`src/hw/rtl/chacha_pkg.sv`:
```
// shared types, constants and round functions of the chacha20 stream cipher
`timescale 1ns / 1ps

package chacha_pkg;

    localparam int ROUND_COUNT_DEF    = 20;
    localparam int BYTES_PER_ITEM_DEF = 8;
    localparam int BLOCK_BYTES        = 64;
    localparam int QUEUE_DEPTH        = 4;
    // wide enough for the item position at one byte per item
    localparam int POS_W              = 6;
    localparam int CFG_IDX_W          = 3;

    typedef logic [31:0]       t_word;
    typedef logic [15:0][31:0] t_words;
    typedef logic [3:0][31:0]  t_quad;

    // "expand 32-byte k"
    localparam t_word SIGMA_0 = 32'h6170_7865;
    localparam t_word SIGMA_1 = 32'h3320_646e;
    localparam t_word SIGMA_2 = 32'h7962_2d32;
    localparam t_word SIGMA_3 = 32'h6b20_6574;

    typedef logic [CFG_IDX_W-1:0] t_cfg_idx;
    localparam t_cfg_idx CFG_KEY_01      = 3'd0;
    localparam t_cfg_idx CFG_KEY_23      = 3'd1;
    localparam t_cfg_idx CFG_KEY_45      = 3'd2;
    localparam t_cfg_idx CFG_KEY_67      = 3'd3;
    localparam t_cfg_idx CFG_START_COUNT = 3'd4;
    localparam t_cfg_idx CFG_NONCE_01    = 3'd5;
    localparam t_cfg_idx CFG_NONCE_2     = 3'd6;

    typedef struct packed {
        logic [63:0] data_in;
        logic [3:0]  byte_count;
        logic        last;
    } t_in_item;

    typedef struct packed {
        logic [63:0] data_out;
        logic [3:0]  out_byte_count;
        logic        out_last;
    } t_out_item;

    typedef struct packed {
        logic [7:0][31:0] key;
        logic [2:0][31:0] nonce;
    } t_cipher_cfg;

    // one queued item with its place in the keystream
    typedef struct packed {
        t_in_item         item;
        logic [POS_W-1:0] pos;
        logic             need_block;
        t_word            counter;
    } t_job;

    typedef struct packed {
        logic  start;
        t_word counter;
    } t_core_req;

    typedef struct packed {
        logic   done;
        t_words block;
    } t_core_rsp;

    typedef enum logic [1:0] {
        BK_IDLE,
        BK_GEN,
        BK_HOLD
    } t_back_state;

    typedef enum logic [1:0] {
        CORE_IDLE,
        CORE_ROUND,
        CORE_FINISH
    } t_core_state;

    function automatic t_word rotl(input t_word v, input int unsigned n);
        return (v << n) | (v >> (32 - n));
    endfunction

    // q[0..3] = a, b, c, d
    function automatic t_quad quarter(input t_quad q);
        t_word a;
        t_word b;
        t_word c;
        t_word d;
        t_quad r;
        a = q[0];
        b = q[1];
        c = q[2];
        d = q[3];
        a = a + b; d = rotl(d ^ a, 16);
        c = c + d; b = rotl(b ^ c, 12);
        a = a + b; d = rotl(d ^ a, 8);
        c = c + d; b = rotl(b ^ c, 7);
        r[0] = a;
        r[1] = b;
        r[2] = c;
        r[3] = d;
        return r;
    endfunction

    // one column round, or one diagonal round when diag is set
    function automatic t_words chacha_round(input t_words x, input logic diag);
        t_words y;
        t_quad  q;
        y = x;
        for (int i = 0; i < 4; i++) begin
            if (!diag) begin
                q = quarter({x[12 + i], x[8 + i], x[4 + i], x[i]});
                y[i]      = q[0];
                y[4 + i]  = q[1];
                y[8 + i]  = q[2];
                y[12 + i] = q[3];
            end else begin
                q = quarter({x[12 + ((i + 3) & 3)], x[8 + ((i + 2) & 3)],
                             x[4 + ((i + 1) & 3)], x[i]});
                y[i]                  = q[0];
                y[4 + ((i + 1) & 3)]  = q[1];
                y[8 + ((i + 2) & 3)]  = q[2];
                y[12 + ((i + 3) & 3)] = q[3];
            end
        end
        return y;
    endfunction

    function automatic t_words init_words(input t_cipher_cfg cfg, input t_word counter);
        t_words w;
        w[0] = SIGMA_0;
        w[1] = SIGMA_1;
        w[2] = SIGMA_2;
        w[3] = SIGMA_3;
        for (int i = 0; i < 8; i++) begin
            w[4 + i] = cfg.key[i];
        end
        w[12] = counter;
        w[13] = cfg.nonce[0];
        w[14] = cfg.nonce[1];
        w[15] = cfg.nonce[2];
        return w;
    endfunction

endpackage

```
`src/hw/rtl/chacha_queue.sv`:
```
// short job queue between the front end and the back end
`timescale 1ns / 1ps

module chacha_queue import chacha_pkg::*; (
    input  logic i_clk,
    input  logic i_rst_n,
    input  logic i_push,
    input  t_job i_job,
    output logic o_full,
    input  logic i_pop,
    output logic o_head_valid,
    output t_job o_head
);

    localparam int PTR_W = $clog2(QUEUE_DEPTH);
    localparam int CNT_W = $clog2(QUEUE_DEPTH + 1);
    localparam logic [PTR_W-1:0] LAST_PTR = PTR_W'(QUEUE_DEPTH - 1);
    localparam logic [CNT_W-1:0] FULL_CNT = CNT_W'(QUEUE_DEPTH);

    t_job             r_mem [QUEUE_DEPTH];
    logic [PTR_W-1:0] r_wr;
    logic [PTR_W-1:0] r_rd;
    logic [CNT_W-1:0] r_cnt;
    logic [CNT_W-1:0] n_cnt;

    assign o_full       = (r_cnt == FULL_CNT);
    assign o_head_valid = (r_cnt != '0);
    assign o_head       = r_mem[r_rd];

    always_comb begin
        n_cnt = r_cnt;
        case ({i_push, i_pop})
            2'b10:   n_cnt = r_cnt + 1'b1;
            2'b01:   n_cnt = r_cnt - 1'b1;
            default: n_cnt = r_cnt;
        endcase
    end

    always_ff @(posedge i_clk) begin
        if (i_push) begin
            r_mem[r_wr] <= i_job;
        end
    end

    always_ff @(posedge i_clk) begin
        if (!i_rst_n) begin
            r_wr  <= '0;
            r_rd  <= '0;
            r_cnt <= '0;
        end else begin
            if (i_push) begin
                r_wr <= (r_wr == LAST_PTR) ? '0 : r_wr + 1'b1;
            end
            if (i_pop) begin
                r_rd <= (r_rd == LAST_PTR) ? '0 : r_rd + 1'b1;
            end
            r_cnt <= n_cnt;
        end
    end

endmodule

```
`config.mk`:
```
export PLATFORM = sky130hd
export DESIGN_NAME = chacha_queue
export DESIGN_NICKNAME = d
export VERILOG_FILES = /design/src/hw/rtl/chacha_pkg.sv /design/src/hw/rtl/chacha_queue.sv
export SDC_FILE = /design/constraint.sdc
export NUM_CORES = 1
export LEC_CHECK = 0
export ABC_AREA = 1
export BUFFER_PORTS_ARGS = -buffer_cell sky130_fd_sc_hd__buf_2
export CORE_MARGIN = 2
export CORE_UTILIZATION = 55
export CTS_CLUSTER_SIZE = 16
export DETAILED_ROUTE_END_ITERATION = 8
export PLACE_DENSITY = 0.77
export SETUP_SLACK_MARGIN = 0.4
export SYNTH_ARGS = -nofsm -noshare
export SYNTH_HDL_FRONTEND = slang
export SYNTH_SLANG_ARGS = --single-unit
```
`constraint.sdc`:
```
create_clock -name i_clk -period 9.1 [get_ports i_clk]
set_input_delay 0.455 -clock i_clk [delete_from_list [all_inputs] [get_ports i_clk]]
set_output_delay 0.455 -clock i_clk [all_outputs]
set_load 0.01 [all_outputs]
```
==> results.cfg <==
[run_status]
status = completed

[detailed_routing]
vias = 9845
via_per_inst = 5.67
drt_wl_total_um = 33500
drtAntennaViolNets = 0
dr.pass1.iters = 5
wire_per_inst_um = 19.3
drc = 0
dr.first_iter.drc_count = 990

[place]
dp_cells = 1653
dp_slack_ns = 6.38
gp_congestion = 0.768
dp_hpwl_um = 18000
place.port_buffers = 221

[sta]
relSlewSlack_pct = 21.6
setup_tns_ns = 0
setup_violations = 0
finalHoldViolCount = 0
period_needed_ns = 3.31
rsz0062_at_grt = false
skew_ns = 0.0132
slew_violations = 0
tightest_slew_ns = 1.18
setup_ws_ns = 5.79
finalCritPeriodShare_pct = 36.3
fmax_mhz = 302
whs_ns = 0.137

[floorplanning]
core-area_um2 = 29600
ioPinCount = 222
die_h_um = 177
std_cell_rows = 63
dieArea_um2 = 31300
start_util_pct = 55.6
chipWidth_um = 177

[power]
p_sw_share_pct = 21.9
intPower_mw = 3.62
peakVddDrop_mv = 0.198
power_switching_mw = 1.02
power_frac_seq_pct = 50.6
comb_power_share_pct = 8.7
power.density_nw_per_um2 = 241
clockPowerShare_pct = 40.7
leakagePower_nw = 6.74

[worst_setup_path]
r2r_end = r_mem[3][81]
crit_path_start_kind = flop
cp.arrival_ns = 2.85
critPathRequiredTime_ns = 8.65
crit-reg2reg-launch = r_wr[0]
crit_path_cell_trace = buf_4 -> o21ai_0 -> o22ai_1 -> buf_2
setup.worst_path.end = o_head[27]
reg2reg_depth = 4
worst-r2r-setup-slack_ns = 6.57
max_stage_delay_ns = 0.78
crit_path_top_delay_cell = buf_4
critPathMaxFanout = 92
end_kind = primary output
path_class = reg2out

[synth]
ys_async_sr_fraction_pct = 0
synthMuxAreaShare_pct = 0
ys_warn_count = 0
seq_area_frac_synth_pct = 80.0
synthFlopType = edfxtp_1
syn_nets = 1223
synth_area_um2 = 16400
synth-xor-area-share_pct = 0
synth_compound_area_share_pct = 11.0
postSynthRegisterBits = 441
synth_fa_ha_area_share_pct = 0.578
synthSimpleGateAreaFrac_pct = 5.42
synth_edf_count = 432
avgSynthCellArea_um2 = 14.9
synth_top_family_by_area = compound AO/OA/AOI/OAI gates
syn_inst = 1104
ys_types = 23

[global_routing]
grtUsageTotal_pct = 21.0
grt_pass1_vias = 9727
grt_pass1_wl_um = 50800
grt-ovfl-total = 0
grt_max_degree = 217
antenna_found_initial = 6

[clock_network]
cts_hold_buf = 0
cts_resized = 0
clk_pin_slew_ns = 0.07
h-tree-depth = 2
numCtsBuffers = 43
cts_buffer_depth = 3
post_cts_buffers = 0
cts_root_buf = clkbuf_16
cts_sinks = 441
clk-insertion-delay-late_ns = 0.53
cts_tree = yes

[final_layout]
layout_common_cells = 432 x edfxtp_1, 221 x nor2_1, 221 x buf_2
synthToLayoutAreaGrowth_pct = 16.9
final_core_utilization_pct = 65.1
finalNetCount = 1427
post_route_cells_drive_above_1_share_pct = 22.5
final_common_cell = edfxtp_1
final_cells = 1736

[worst_hold_path]
hold_class = in2reg
min_from = i_job[105]

[run]
max_cap_viol_count = 0
==> worst min path at each step <==
stage | to | slack [ns] | cells after the start
global route | r_mem[1][103] | 0.12 | 1
global placement | r_wr[1] | 0.51 | 2
floorplan | r_wr[1] | 0.49 | 2
finish | r_mem[3][105] | 0.14 | 1
CTS | r_mem[3][105] | 0.12 | 1
detailed placement | r_wr[1] | 0.52 | 2
==> cell type report <==
cell class              instances  area, um2
fillers                      2088      10300
repair buffers                229       1170
multi-input cells             575       2790
clock inverters                26        368
inverters                      18       86.3
flip-flops and latches        441      13200
diodes                          4       10.0
well taps                     390        488
clock buffers                  53       1170
==> registers in the layout (all words and copies together), names as in the netlist, named ones only <==
| signal | cells |
|---|---|
| r_cnt | 3 |
| r_mem | 432 |
| r_wr | 2 |
| r_rd | 2 |
==> power by group through the flow <==
stage | Sequential [mW] | Combinational, mW | Clock [mW]
3_5_place_dp | 2.39 | 0.407 | 0
2_1_floorplan | 2.39 | 0.242 | 0
4_1_cts | 2.35 | 0.409 | 1.91
6_report | 2.35 | 0.405 | 1.89
5_1_grt | 2.35 | 0.449 | 1.99
3_3_place_gp | 2.39 | 0.396 | 0
==> critical path: cells and delay by family, from the launching register on <==
family	cells	cell delay, ns
AO/OA/AOI/OAI	2	0.63
buffers and inverters	2	0.98
flip-flops	1	0.68
==> through the flow <==
stage	total power, mW	area, um2
after floorplan	2.63	16400
after global placement	2.78	17700
after detailed placement	2.80	17700
after CTS	4.67	19200
after global routing	4.79	19200
final	4.64	19200
==> cell families (layout without fill, tap and decap cells) <==
group	count (synthesis)	count (layout)
AOI/OAI and AO/OA	333	333
and+or+nand+nor	235	235
other	0	4
DFF	441	441
adders and majority gates	7	7
buffers and inverters	88	326
==> Yosys cell counts (2+ instances only) <==
library cell	instances	area share, %
buf_2	7	0.21
a21oi_1	5	0.15
dfxtp_1	9	1.1
nand3_1	2	0.061
buf_6	16	1.1
buf_4	3	0.14
clkbuf_2	2	0.061
clkbuf_1	40	0.91
nor3_1	3	0.091
edfxtp_1	432	79
nand2_1	8	0.18
ha_1	6	0.46
o21ai_1	37	1.1
o22ai_1	108	4.1
nor2_1	221	5.0
inv_1	16	0.37
o21ai_0	183	5.6
==> layer usage <==
| layer | routed length (um) | GRT usage, % |
|---|---|---|
| met5 | 54 | 0 |
| met4 | 905 | 7.13 |
| met3 | 2980 | 6.25 |
| met2 | 16000 | 33.9 |
| met1 | 13600 | 27.3 |
Note: power is estimated with default switching activity, not from simulation.
