==> config.mk <==
export PLATFORM = sky130hd
export DESIGN_NAME = chacha_front
export DESIGN_NICKNAME = d
export VERILOG_FILES = /design/src/hw/rtl/chacha_pkg.sv /design/src/hw/rtl/chacha_front.sv
export SDC_FILE = /design/constraint.sdc
export NUM_CORES = 1
export LEC_CHECK = 0
export BUFFER_PORTS_ARGS = -buffer_cell sky130_fd_sc_hd__buf_2
export CELL_PAD_IN_SITES_DETAIL_PLACEMENT = 1
export CELL_PAD_IN_SITES_GLOBAL_PLACEMENT = 2
export CORE_MARGIN = 1
export CORE_UTILIZATION = 20
export DETAILED_ROUTE_END_ITERATION = 12
export PLACE_DENSITY_LB_ADDON = 0.1
export SLEW_MARGIN = 0
export SYNTH_ARGS = -nofsm -noshare
export SYNTH_HDL_FRONTEND = slang
export SYNTH_SLANG_ARGS = --single-unit
==> constraint.sdc <==
create_clock -name i_clk -period 3.3 [get_ports i_clk]
set_input_delay 0.66 -clock i_clk [delete_from_list [all_inputs] [get_ports i_clk]]
set_output_delay 0.66 -clock i_clk [all_outputs]
set_load 0.02 [all_outputs]
==> src/hw/rtl/chacha_pkg.sv <==
// shared types, constants and round functions of the chacha20 stream cipher
`timescale 1ns / 1ps

package chacha_pkg;

    localparam int ROUND_COUNT_DEF    = 20;
    localparam int BYTES_PER_ITEM_DEF = 8;
    localparam int BLOCK_BYTES        = 64;
    localparam int QUEUE_DEPTH        = 4;
    // wide enough for the item position at one byte per item
    localparam int POS_W              = 6;
    localparam int CFG_IDX_W          = 3;

    typedef logic [31:0]       t_word;
    typedef logic [15:0][31:0] t_words;
    typedef logic [3:0][31:0]  t_quad;

    // "expand 32-byte k"
    localparam t_word SIGMA_0 = 32'h6170_7865;
    localparam t_word SIGMA_1 = 32'h3320_646e;
    localparam t_word SIGMA_2 = 32'h7962_2d32;
    localparam t_word SIGMA_3 = 32'h6b20_6574;

    typedef logic [CFG_IDX_W-1:0] t_cfg_idx;
    localparam t_cfg_idx CFG_KEY_01      = 3'd0;
    localparam t_cfg_idx CFG_KEY_23      = 3'd1;
    localparam t_cfg_idx CFG_KEY_45      = 3'd2;
    localparam t_cfg_idx CFG_KEY_67      = 3'd3;
    localparam t_cfg_idx CFG_START_COUNT = 3'd4;
    localparam t_cfg_idx CFG_NONCE_01    = 3'd5;
    localparam t_cfg_idx CFG_NONCE_2     = 3'd6;

    typedef struct packed {
        logic [63:0] data_in;
        logic [3:0]  byte_count;
        logic        last;
    } t_in_item;

    typedef struct packed {
        logic [63:0] data_out;
        logic [3:0]  out_byte_count;
        logic        out_last;
    } t_out_item;

    typedef struct packed {
        logic [7:0][31:0] key;
        logic [2:0][31:0] nonce;
    } t_cipher_cfg;

    // one queued item with its place in the keystream
    typedef struct packed {
        t_in_item         item;
        logic [POS_W-1:0] pos;
        logic             need_block;
        t_word            counter;
    } t_job;

    typedef struct packed {
        logic  start;
        t_word counter;
    } t_core_req;

    typedef struct packed {
        logic   done;
        t_words block;
    } t_core_rsp;

    typedef enum logic [1:0] {
        BK_IDLE,
        BK_GEN,
        BK_HOLD
    } t_back_state;

    typedef enum logic [1:0] {
        CORE_IDLE,
        CORE_ROUND,
        CORE_FINISH
    } t_core_state;

    function automatic t_word rotl(input t_word v, input int unsigned n);
        return (v << n) | (v >> (32 - n));
    endfunction

    // q[0..3] = a, b, c, d
    function automatic t_quad quarter(input t_quad q);
        t_word a;
        t_word b;
        t_word c;
        t_word d;
        t_quad r;
        a = q[0];
        b = q[1];
        c = q[2];
        d = q[3];
        a = a + b; d = rotl(d ^ a, 16);
        c = c + d; b = rotl(b ^ c, 12);
        a = a + b; d = rotl(d ^ a, 8);
        c = c + d; b = rotl(b ^ c, 7);
        r[0] = a;
        r[1] = b;
        r[2] = c;
        r[3] = d;
        return r;
    endfunction

    // one column round, or one diagonal round when diag is set
    function automatic t_words chacha_round(input t_words x, input logic diag);
        t_words y;
        t_quad  q;
        y = x;
        for (int i = 0; i < 4; i++) begin
            if (!diag) begin
                q = quarter({x[12 + i], x[8 + i], x[4 + i], x[i]});
                y[i]      = q[0];
                y[4 + i]  = q[1];
                y[8 + i]  = q[2];
                y[12 + i] = q[3];
            end else begin
                q = quarter({x[12 + ((i + 3) & 3)], x[8 + ((i + 2) & 3)],
                             x[4 + ((i + 1) & 3)], x[i]});
                y[i]                  = q[0];
                y[4 + ((i + 1) & 3)]  = q[1];
                y[8 + ((i + 2) & 3)]  = q[2];
                y[12 + ((i + 3) & 3)] = q[3];
            end
        end
        return y;
    endfunction

    function automatic t_words init_words(input t_cipher_cfg cfg, input t_word counter);
        t_words w;
        w[0] = SIGMA_0;
        w[1] = SIGMA_1;
        w[2] = SIGMA_2;
        w[3] = SIGMA_3;
        for (int i = 0; i < 8; i++) begin
            w[4 + i] = cfg.key[i];
        end
        w[12] = counter;
        w[13] = cfg.nonce[0];
        w[14] = cfg.nonce[1];
        w[15] = cfg.nonce[2];
        return w;
    endfunction

endpackage

==> src/hw/rtl/chacha_front.sv <==
// front end: accepts items and tags each with its keystream position and block counter
`timescale 1ns / 1ps

module chacha_front import chacha_pkg::*; #(
    parameter int BYTES_PER_ITEM = BYTES_PER_ITEM_DEF
) (
    input  logic     i_clk,
    input  logic     i_rst_n,
    input  logic     i_in_valid,
    output logic     o_in_ready,
    input  t_in_item i_in_item,
    input  t_word    i_start_count,
    input  logic     i_q_full,
    output logic     o_push,
    output t_job     o_job
);

    localparam int ITEMS  = BLOCK_BYTES / BYTES_PER_ITEM;
    localparam int WPOS_W = (ITEMS > 1) ? $clog2(ITEMS) : 1;
    localparam logic [WPOS_W-1:0] LAST_POS = WPOS_W'(ITEMS - 1);

    logic [WPOS_W-1:0] r_wpos;
    logic [WPOS_W-1:0] n_wpos;
    logic              r_in_msg;
    logic              n_in_msg;
    t_word             r_blk_cnt;
    t_word             n_blk_cnt;

    logic              w_accept;
    logic [WPOS_W-1:0] w_pos;
    t_word             w_cnt;
    logic              w_wrap;

    assign o_in_ready = !i_q_full;
    assign w_accept   = i_in_valid && !i_q_full;

    // the first item of a message restarts from the configured counter
    assign w_pos  = r_in_msg ? r_wpos : '0;
    assign w_cnt  = r_in_msg ? r_blk_cnt : i_start_count;
    assign w_wrap = (w_pos == LAST_POS);

    assign o_push          = w_accept;
    assign o_job.item      = i_in_item;
    assign o_job.pos       = POS_W'(w_pos);
    assign o_job.need_block = (w_pos == '0);
    assign o_job.counter   = w_cnt;

    always_comb begin
        n_wpos    = r_wpos;
        n_in_msg  = r_in_msg;
        n_blk_cnt = r_blk_cnt;
        if (w_accept) begin
            if (i_in_item.last) begin
                n_wpos   = '0;
                n_in_msg = 1'b0;
            end else begin
                n_in_msg  = 1'b1;
                n_wpos    = w_wrap ? '0 : w_pos + 1'b1;
                n_blk_cnt = w_wrap ? w_cnt + 1'b1 : w_cnt;
            end
        end
    end

    always_ff @(posedge i_clk) begin
        if (!i_rst_n) begin
            r_wpos    <= '0;
            r_in_msg  <= 1'b0;
            r_blk_cnt <= '0;
        end else begin
            r_wpos    <= n_wpos;
            r_in_msg  <= n_in_msg;
            r_blk_cnt <= n_blk_cnt;
        end
    end

endmodule

==> flow_metrics.env <==
export IMPL_gp_congestion=0.7324
export IMPL_yosysMostFrequentCell="buf_4"
export IMPL_dp_hpwl_mm=8.214
export IMPL_start_util_pct=20.65
export IMPL_cp_arrival_ns=2.89
export IMPL_chipHeight_um=130.8
export IMPL_grtUsageTotal_pct=13.66
export IMPL_ys_flop_type="dfxtp_1"
export IMPL_synthTopCellsByCount="buf_4 (74), nand3_1 (53), dfxtp_1 (36)"
export IMPL_finalMaxSlewViolations=0
export IMPL_clk_pin_slew_worst_paths_ns=0.06
export IMPL_rsz0062_at_grt="no"
export IMPL_rows=46
export IMPL_num_vias=3031
export IMPL_die_area_um2=17100
export IMPL_postCtsSetupBuffers=0
export IMPL_synth_area_top_cells="dfxtp_1 (22%), buf_4 (17%), nand3_1 (8.0%), mux2_2 (7.8%), nand2_1 (3.8%)"
export IMPL_pwr_share_seq_pct=37.3
export IMPL_hp_class="flop to flop"
export IMPL_setup_violations=0
export IMPL_fin_ws_ns=0.5878
export IMPL_synth_top_area_cell="dfxtp_1"
export IMPL_p_leak_nw=1.369
export IMPL_core_area_um2=16060
export IMPL_drv_cap=0
export IMPL_cts_repair_resized=0
export IMPL_drive_gt1_share_pct=29.47
export IMPL_p_switching_w=0.0003944
export IMPL_critPathLaunchType="flop"
export IMPL_critPathBufInv=1
export IMPL_hold_ws_ns=0.4607
export IMPL_worst_pin_slew_ns=0.6104
export IMPL_h_tree_depth=2
export IMPL_antenna_cells=0
export IMPL_wl_per_cell_um=17.34
export IMPL_pin_count=215
export IMPL_drtIter0Drc=88
export IMPL_synth_cells=430
export IMPL_grt_max_degree=68
export IMPL_hold_buffers=0
export IMPL_post_synth_top_area_fraction_pct=21.74
export IMPL_path_class="flop to flop"
export IMPL_max_freq_ghz=0.3687
export IMPL_path_delay_family="compound AO/OA/AOI/OAI gates"
export IMPL_hold_viol_final=0
export IMPL_swShare_pct=31.81
export IMPL_utilization_pct=22.17
export IMPL_ys_ff_latch=36
export IMPL_endpoint_kind="flop"
export IMPL_die_width_um=130.8
export IMPL_cts_sinks=36
export IMPL_port_buffers=75
export IMPL_synth_edf_count=0
export IMPL_vdd_ir_drop_max_uv=165.0
export IMPL_synth_distinct_cells=52
export IMPL_syn_area_per_cell_um2=7.711
export IMPL_min_period_ns=2.712
export IMPL_drcViolationCount=0
export IMPL_setup_tns_ns=0
export IMPL_status="finished, final reports clean"
export IMPL_grt_pass1_vias=3200
export IMPL_period_share_pct=82.19
export IMPL_root_buffer="clkbuf_16"
export IMPL_nets=539
export IMPL_slowest_stage="nand3_1"
export IMPL_cts_buffers=5
export IMPL_insertion_delay_ns=0.29
export IMPL_post_place_ws_ns=0.5620
export IMPL_clock_path_buffers=2
export IMPL_power_frac_clock_pct=41.1
export IMPL_async_flop_share_pct=0
export IMPL_cpPeakStageDelay_ns=0.41
export IMPL_power_internal_w=0.0008454
export IMPL_grt_pass1_wl_mm=17.76
export IMPL_antenna_left=0
export IMPL_path_cells="buf_12 > mux2_2 > ha_1 > nand2_1 > a211oi_2 > nand3_1 > o31a_1 > a311o_1"
export IMPL_overflow=0
export IMPL_path_max_fanout=67
export IMPL_worstPathRequired_ns=3.48
export IMPL_tritoncts="done"
export IMPL_antenna_found_initial=0
export IMPL_total_power_w=0.001240
export IMPL_netlist_area_um2=3316
export IMPL_syn_to_final_growth_pct=7.358
export IMPL_synth_yosys_seq_area_share_pct=21.74
export IMPL_skew_ns=0.004108
export IMPL_drt_pass1_iterations=6
export IMPL_viasPerCell=4.685
export IMPL_slew_headroom_pct=58.14
export IMPL_power_density_nw_per_um2=348.3
export IMPL_routed_wl_mm=11.22
export IMPL_pwr_share_comb_pct=21.6
export IMPL_yosysWarnings=0
## final timing paths
path	from	cells after the start	endpoint	slack (ns)
worst max-delay path	r_in_msg	8	r_blk_cnt[30]	0.59
worst min-delay path	r_blk_cnt[6]	2	r_blk_cnt[6]	0.46
worst max register to register	r_in_msg	8	r_blk_cnt[30]	0.59
worst min register to register	r_blk_cnt[6]	2	r_blk_cnt[6]	0.46
## cell type report
cell class	count	area, um^2
clock inverter	2	10.01
multi-input combinational	285	1881
fill	1942	12500
clock buffer	6	138.9
tap	216	270.3
sequential	36	721.9
timing repair buffer	88	485.5
inverter	14	52.55
## metal layers
metal	routed length [um]	track usage (%)	part of all wire [%]
met1	5454	17.91	49
met3	535	3.054	4.8
met2	5107	22.32	46
met5	0	0	0
met4	120	3.989	1.1
## state kept, by name, indices dropped and copies added (netlist names)
signal,cells
r_in_msg,1
r_wpos,3
r_blk_cnt,32
## power groups by stage
stage	Sequential [W]	Combinational, W	Clock, W
6_report	0.000462	0.000268	0.000510
5_1_grt	0.000464	0.000297	0.000549
4_1_cts	0.000462	0.000274	0.000534
3_5_place_dp	0.000472	0.000273	0
3_3_place_gp	0.000472	0.000272	0
2_1_floorplan	0.000467	0.000298	0
## cells in the final DEF, fill, tap and decap left out, types with 3 or more instances in the layout
cell | Yosys | layout
xnor2_1 | 4 | 4
dfxtp_1 | 36 | 35
mux2i_1 | 8 | 8
and2_1 | 8 | 8
or3_1 | 5 | 5
nor2_1 | 8 | 8
a311o_1 | 4 | 4
o31a_1 | 3 | 3
o211ai_1 | 6 | 6
a21oi_1 | 19 | 19
nand2_1 | 34 | 34
inv_1 | 14 | 14
nand3b_1 | 9 | 9
o21ai_0 | 12 | 12
nand3_1 | 53 | 53
nand2b_1 | 3 | 3
ha_1 | 4 | 4
and3_1 | 8 | 8
buf_4 | 74 | 12
xor2_1 | 4 | 4
clkbuf_16 | 0 | 5
conb_1 | 1 | 3
o311ai_0 | 3 | 3
nand4_1 | 11 | 11
nand4b_1 | 4 | 4
o31ai_1 | 4 | 4
buf_2 | 4 | 75
mux2_2 | 23 | 23
or4_1 | 5 | 5
a22oi_1 | 4 | 4
nor3b_1 | 3 | 3
nor3_1 | 12 | 12
## kinds of logic (layout without fill, tap and decap cells)
group	count (synthesis)	in the layout	synth area share, %
simple gates	172	172	28.38
buf+inv	111	110	21.77
compound gates	67	67	14.15
flops	36	36	21.74
mux	31	31	10.23
xor+xnor	8	8	2.113
fa+ha+maj	4	4	1.509
other cells	1	3	0.1131
## worst min-delay path, cell delays in order (launching register included)
cell and delay (ns):
dfxtp_1 0.31, nand2_1 0.05, a21oi_1 0.05
## metrics by stage
step,std cells,instance area [um^2]
after floorplan,432,3323
after global placement,639,3411
after detailed placement,639,3411
after CTS,647,3560
after global routing,647,3560
final,647,3560
Note: power is estimated with default switching activity, not from simulation.
